$ cat config.mk
export PLATFORM = sky130hd
export DESIGN_NAME = rtpjb_ram
export DESIGN_NICKNAME = d
export VERILOG_FILES = /design/src/rtl/core/rtpjb_ram.sv
export SDC_FILE = /design/constraint.sdc
export NUM_CORES = 1
export LEC_CHECK = 0
export BUFFER_PORTS_ARGS = -buffer_cell sky130_fd_sc_hd__buf_4
export CAP_MARGIN = 25
export CORE_MARGIN = 2
export CORE_UTILIZATION = 63
export CTS_BUF_LIST = sky130_fd_sc_hd__clkbuf_8
export CTS_CLUSTER_SIZE = 20
export DETAILED_ROUTE_END_ITERATION = 12
export MAX_ROUTING_LAYER = met4
export PLACE_DENSITY = 0.88
export SETUP_SLACK_MARGIN = 0.02
export SLEW_MARGIN = 20
export SYNTH_ARGS = -nofsm -noshare
export SYNTH_HDL_FRONTEND = slang
export SYNTH_SLANG_ARGS = --single-unit
export TNS_END_PERCENT = 100
$ cat constraint.sdc
create_clock -name i_clk -period 2.4 [get_ports i_clk]
set_clock_uncertainty 0.15 [all_clocks]
set_input_delay 0.6 -clock i_clk [delete_from_list [all_inputs] [get_ports i_clk]]
set_output_delay 0.6 -clock i_clk [all_outputs]
set_load 0.005 [all_outputs]
$ cat src/rtl/core/rtpjb_ram.sv
module rtpjb_ram #(
    parameter int WIDTH = 8,
    parameter int DEPTH = 16
) (
    input  logic                     i_clk,
    input  logic                     i_we,
    input  logic [$clog2(DEPTH)-1:0] i_waddr,
    input  logic [WIDTH-1:0]         i_wdata,
    input  logic [$clog2(DEPTH)-1:0] i_raddr,
    output logic [WIDTH-1:0]         o_rdata
);
    logic [WIDTH-1:0] r_mem [DEPTH];

    always_ff @(posedge i_clk) begin
        if (i_we) r_mem[i_waddr] <= i_wdata;
        o_rdata <= r_mem[i_raddr];
    end
endmodule

==> run_summary.xml <==
<?xml version="1.0" encoding="UTF-8"?>
<metrics>
  <group name="timing">
    <metric name="fin_crit" unit="ns">1.76</metric>
    <metric name="grt_setup_unrepaired" unit="">false</metric>
    <metric name="fin_setup_tns" unit="ns">0</metric>
    <metric name="finalHoldWorstSlack" unit="ns">0.324</metric>
    <metric name="report.final.setup_viol" unit="">0</metric>
    <metric name="final-max-slew-violation-count" unit="">0</metric>
    <metric name="finalHoldViolCount" unit="">0</metric>
    <metric name="max_slew_margin" unit="">0.713</metric>
    <metric name="fin_ws" unit="ns">0.639</metric>
    <metric name="tightest_slew" unit="ns">0.430</metric>
    <metric name="final_min_period_over_clock_period" unit="">0.734</metric>
    <metric name="timing.fmax" unit="MHz">568</metric>
  </group>
  <group name="finish">
    <metric name="seq_area" unit="um^2">4000</metric>
    <metric name="final_common_cell" unit="">sky130_fd_sc_hd__edfxtp_1</metric>
    <metric name="areaGrowthSynthToFinish" unit="%">15.0</metric>
    <metric name="multiInputGateArea" unit="um^2">1060</metric>
    <metric name="nets" unit="">304</metric>
    <metric name="final.fill_count" unit="">420</metric>
    <metric name="commonest_non_fill_non_tap_cells_in_the_layout" unit="">sky130_fd_sc_hd__edfxtp_1, sky130_fd_sc_hd__buf_4, sky130_fd_sc_hd__mux4_2, sky130_fd_sc_hd__clkbuf_8, sky130_fd_sc_hd__a22oi_1</metric>
    <metric name="antenna_diode_instance_count" unit="">0</metric>
    <metric name="fraction_of_layout_cells_with_a_size_suffix_above_1" unit="">0.311</metric>
  </group>
  <group name="synth">
    <metric name="synth-warning-count" unit="">0</metric>
    <metric name="main_combinational_cell_family_by_area_after_synthesis" unit="">multiplexers</metric>
    <metric name="synth_async_sr_flop_share" unit="">0</metric>
    <metric name="synth_net_count" unit="">247</metric>
    <metric name="synth_cell_types" unit="">19</metric>
    <metric name="yosysSeqAreaShare" unit="">0.778</metric>
    <metric name="synth-adder-area-share" unit="">0</metric>
    <metric name="xor_xnor_fraction_of_synth_area" unit="">0</metric>
    <metric name="syn-instance-count" unit="">229</metric>
    <metric name="synth-simple-area-share" unit="">0.0318</metric>
    <metric name="dominantRegCellSynth" unit="">sky130_fd_sc_hd__edfxtp_1</metric>
    <metric name="cell_area_after_synthesis" unit="um^2">5150</metric>
    <metric name="avgSynthCellArea" unit="um^2">22.5</metric>
    <metric name="synth_edf_count" unit="">128</metric>
    <metric name="yosys_register_bits" unit="">136</metric>
    <metric name="synth_compound_gate_area_share" unit="">0.0233</metric>
    <metric name="portion_of_netlist_area_occupied_by_mux_cells" unit="">0.150</metric>
  </group>
  <group name="place">
    <metric name="place_congestion" unit="">0.785</metric>
    <metric name="post-dp-hpwl" unit="um">6430</metric>
    <metric name="setup_slack_after_placement" unit="ns">0.198</metric>
    <metric name="port_buffers" unit="">25</metric>
  </group>
  <group name="global_route">
    <metric name="grtUsageTotal" unit="">0.252</metric>
    <metric name="grt_start_max_net_pins" unit="">33</metric>
    <metric name="grt_pass1_wl" unit="um">14800</metric>
    <metric name="globalRoute.totalOverflow" unit="">0</metric>
    <metric name="grt_pass1_vias" unit="">2576</metric>
    <metric name="grt_antenna_before_repair" unit="">0</metric>
  </group>
  <group name="cts">
    <metric name="worstSkewPairLatency" unit="ns">0.42</metric>
    <metric name="clockRootBuffer" unit="">sky130_fd_sc_hd__clkbuf_8</metric>
    <metric name="cts-root-to-sink-buffers" unit="">2</metric>
    <metric name="number_of_cts_inserted_buffers" unit="">17</metric>
    <metric name="cts_setup_buffers" unit="">0</metric>
    <metric name="clock_tree_from_tritoncts" unit="">done</metric>
    <metric name="clkSinkCount" unit="">136</metric>
    <metric name="cts.reportedPaths.clkPinSlew" unit="ns">0.07</metric>
    <metric name="cts_hold_repair.buffers" unit="">0</metric>
    <metric name="postCtsResizedCells" unit="">0</metric>
    <metric name="h-tree-depth" unit="">4</metric>
  </group>
  <group name="die">
    <metric name="placementRows" unit="">32</metric>
    <metric name="fp.coreArea" unit="um^2">7810</metric>
    <metric name="die_w" unit="um">94.4</metric>
    <metric name="die-height" unit="um">94.4</metric>
    <metric name="io_pins" unit="">26</metric>
    <metric name="start_util" unit="">0.659</metric>
    <metric name="dieArea" unit="um^2">8910</metric>
  </group>
  <group name="power">
    <metric name="pwr_density_cell" unit="nW/um^2">767</metric>
    <metric name="power.total" unit="uW">4540</metric>
    <metric name="ir_drop" unit="mV">0.533</metric>
    <metric name="leakage" unit="uW">0.00204</metric>
  </group>
  <group name="worst_setup_path">
    <metric name="worst_setup_path_type" unit="">input pin to flop</metric>
    <metric name="critPathMostFrequentCell" unit="">sky130_fd_sc_hd__buf_4</metric>
    <metric name="crit_path_cell_trace" unit="">buf_4 &gt; buf_4 &gt; mux4_1 &gt; a22oi_1 &gt; nand2_1</metric>
    <metric name="worstSetupEndpointType" unit="">flop</metric>
    <metric name="critPathRequiredTime" unit="ns">2.55</metric>
    <metric name="slowest_delay" unit="ns">0.57</metric>
    <metric name="crit_slowest_cell" unit="">sky130_fd_sc_hd__mux4_1</metric>
    <metric name="crit_path_max_fanout" unit="">9</metric>
    <metric name="crit_path_start_kind" unit="">input pin</metric>
    <metric name="timing.critical_path.arrival" unit="ns">1.91</metric>
  </group>
  <group name="drt">
    <metric name="route.detailed.wl_per_inst" unit="um">23.9</metric>
    <metric name="detail_route.vias_per_cell" unit="">6.31</metric>
    <metric name="remaining_drc_errors" unit="">0</metric>
    <metric name="antenna_violating_nets_left" unit="">0</metric>
    <metric name="vias" unit="">2529</metric>
    <metric name="finalWirelength" unit="um">9600</metric>
    <metric name="detailedRoute.firstIterationViolations" unit="">317</metric>
    <metric name="firstDrtPassIters" unit="">7</metric>
  </group>
  <group name="min_path">
    <metric name="hold_class" unit="">input pin to flop</metric>
  </group>
  <group name="outcome">
    <metric name="outcome" unit="">finished clean</metric>
  </group>
  <group name="flow_run">
    <metric name="maxCapViolations" unit="">0</metric>
  </group>
</metrics>
[stage by stage]
step	cell area, um^2	cells	utilization
after detailed placement	5570	369	0.714
final	5920	401	0.758
after CTS	5920	401	0.758
after floorplan	5150	229	-
after global routing	5920	401	0.758
after global placement	5570	369	0.714
[sequential cells by signal (all words and copies together), names as in the netlist]
signal	flops
o_rdata	8
r_mem	128
[power by group]
part / switching [uW] / internal (uW)
logic: 137 / 126
clock network: 788 / 817
registers: 16.3 / 2650
[worst paths after layout]
check        slack [ns]               endpoint  cells past startpoint                   start
min                0.32  r_mem[7][3]$_DFFE_PP_                      1              i_wdata[3]
max                0.64     o_rdata[1]$_DFF_P_                      5              i_raddr[0]
max reg2reg        0.86     o_rdata[0]$_DFF_P_                      3   r_mem[0][0]$_DFFE_PP_
min reg2reg        0.52     o_rdata[0]$_DFF_P_                      3  r_mem[12][0]$_DFFE_PP_
[worst max-delay path: cells and delay by family]
family,cells,cell delay [ns]
mux,1,0.57
buf+inv,2,0.42
compound gates,1,0.23
simple gates,1,0.08
[synthesized netlist by cell type, types with 2 or more instances]
cell / instances / area (um^2)
sky130_fd_sc_hd__edfxtp_1: 128 / 3840
sky130_fd_sc_hd__mux4_2: 18 / 405
sky130_fd_sc_hd__a22oi_1: 16 / 120
sky130_fd_sc_hd__mux4_1: 14 / 368
sky130_fd_sc_hd__nor2_1: 13 / 48.8
sky130_fd_sc_hd__nand2_1: 9 / 33.8
sky130_fd_sc_hd__dfxtp_1: 8 / 160
sky130_fd_sc_hd__nor3_1: 4 / 20.0
sky130_fd_sc_hd__buf_2: 3 / 15.0
sky130_fd_sc_hd__buf_6: 3 / 33.8
sky130_fd_sc_hd__clkdlybuf4s25_2: 3 / 30.0
sky130_fd_sc_hd__nand2b_1: 2 / 12.5
sky130_fd_sc_hd__nand3b_1: 2 / 15.0
[final cells by class]
type	count	share of cell area
Clock inverter	14	0.0165
Sequential cell	136	0.676
Tap cell	102	0.0216
Clock buffer	18	0.0419
Timing Repair Buffer	48	0.0651
Multi-Input combinational cell	83	0.179
[logic make-up (layout without fill, tap and decap cells)]
| logic type | Yosys count | after routing |
|---|---|---|
| buf+inv | 10 | 80 |
| simple gates | 35 | 35 |
| compound gates | 16 | 16 |
| mux | 32 | 32 |
| flops | 136 | 136 |
[layer usage]
metal | vias up | routed length (um) | global-route usage
met5 | - | 0 | -
met4 | 0 | 242 | 0.122
met3 | 27 | 646 | 0.0423
met2 | 116 | 4790 | 0.379
met1 | 1303 | 3930 | 0.346
li1 | 1083 | - | -
Note: power is estimated with default switching activity, not from simulation.
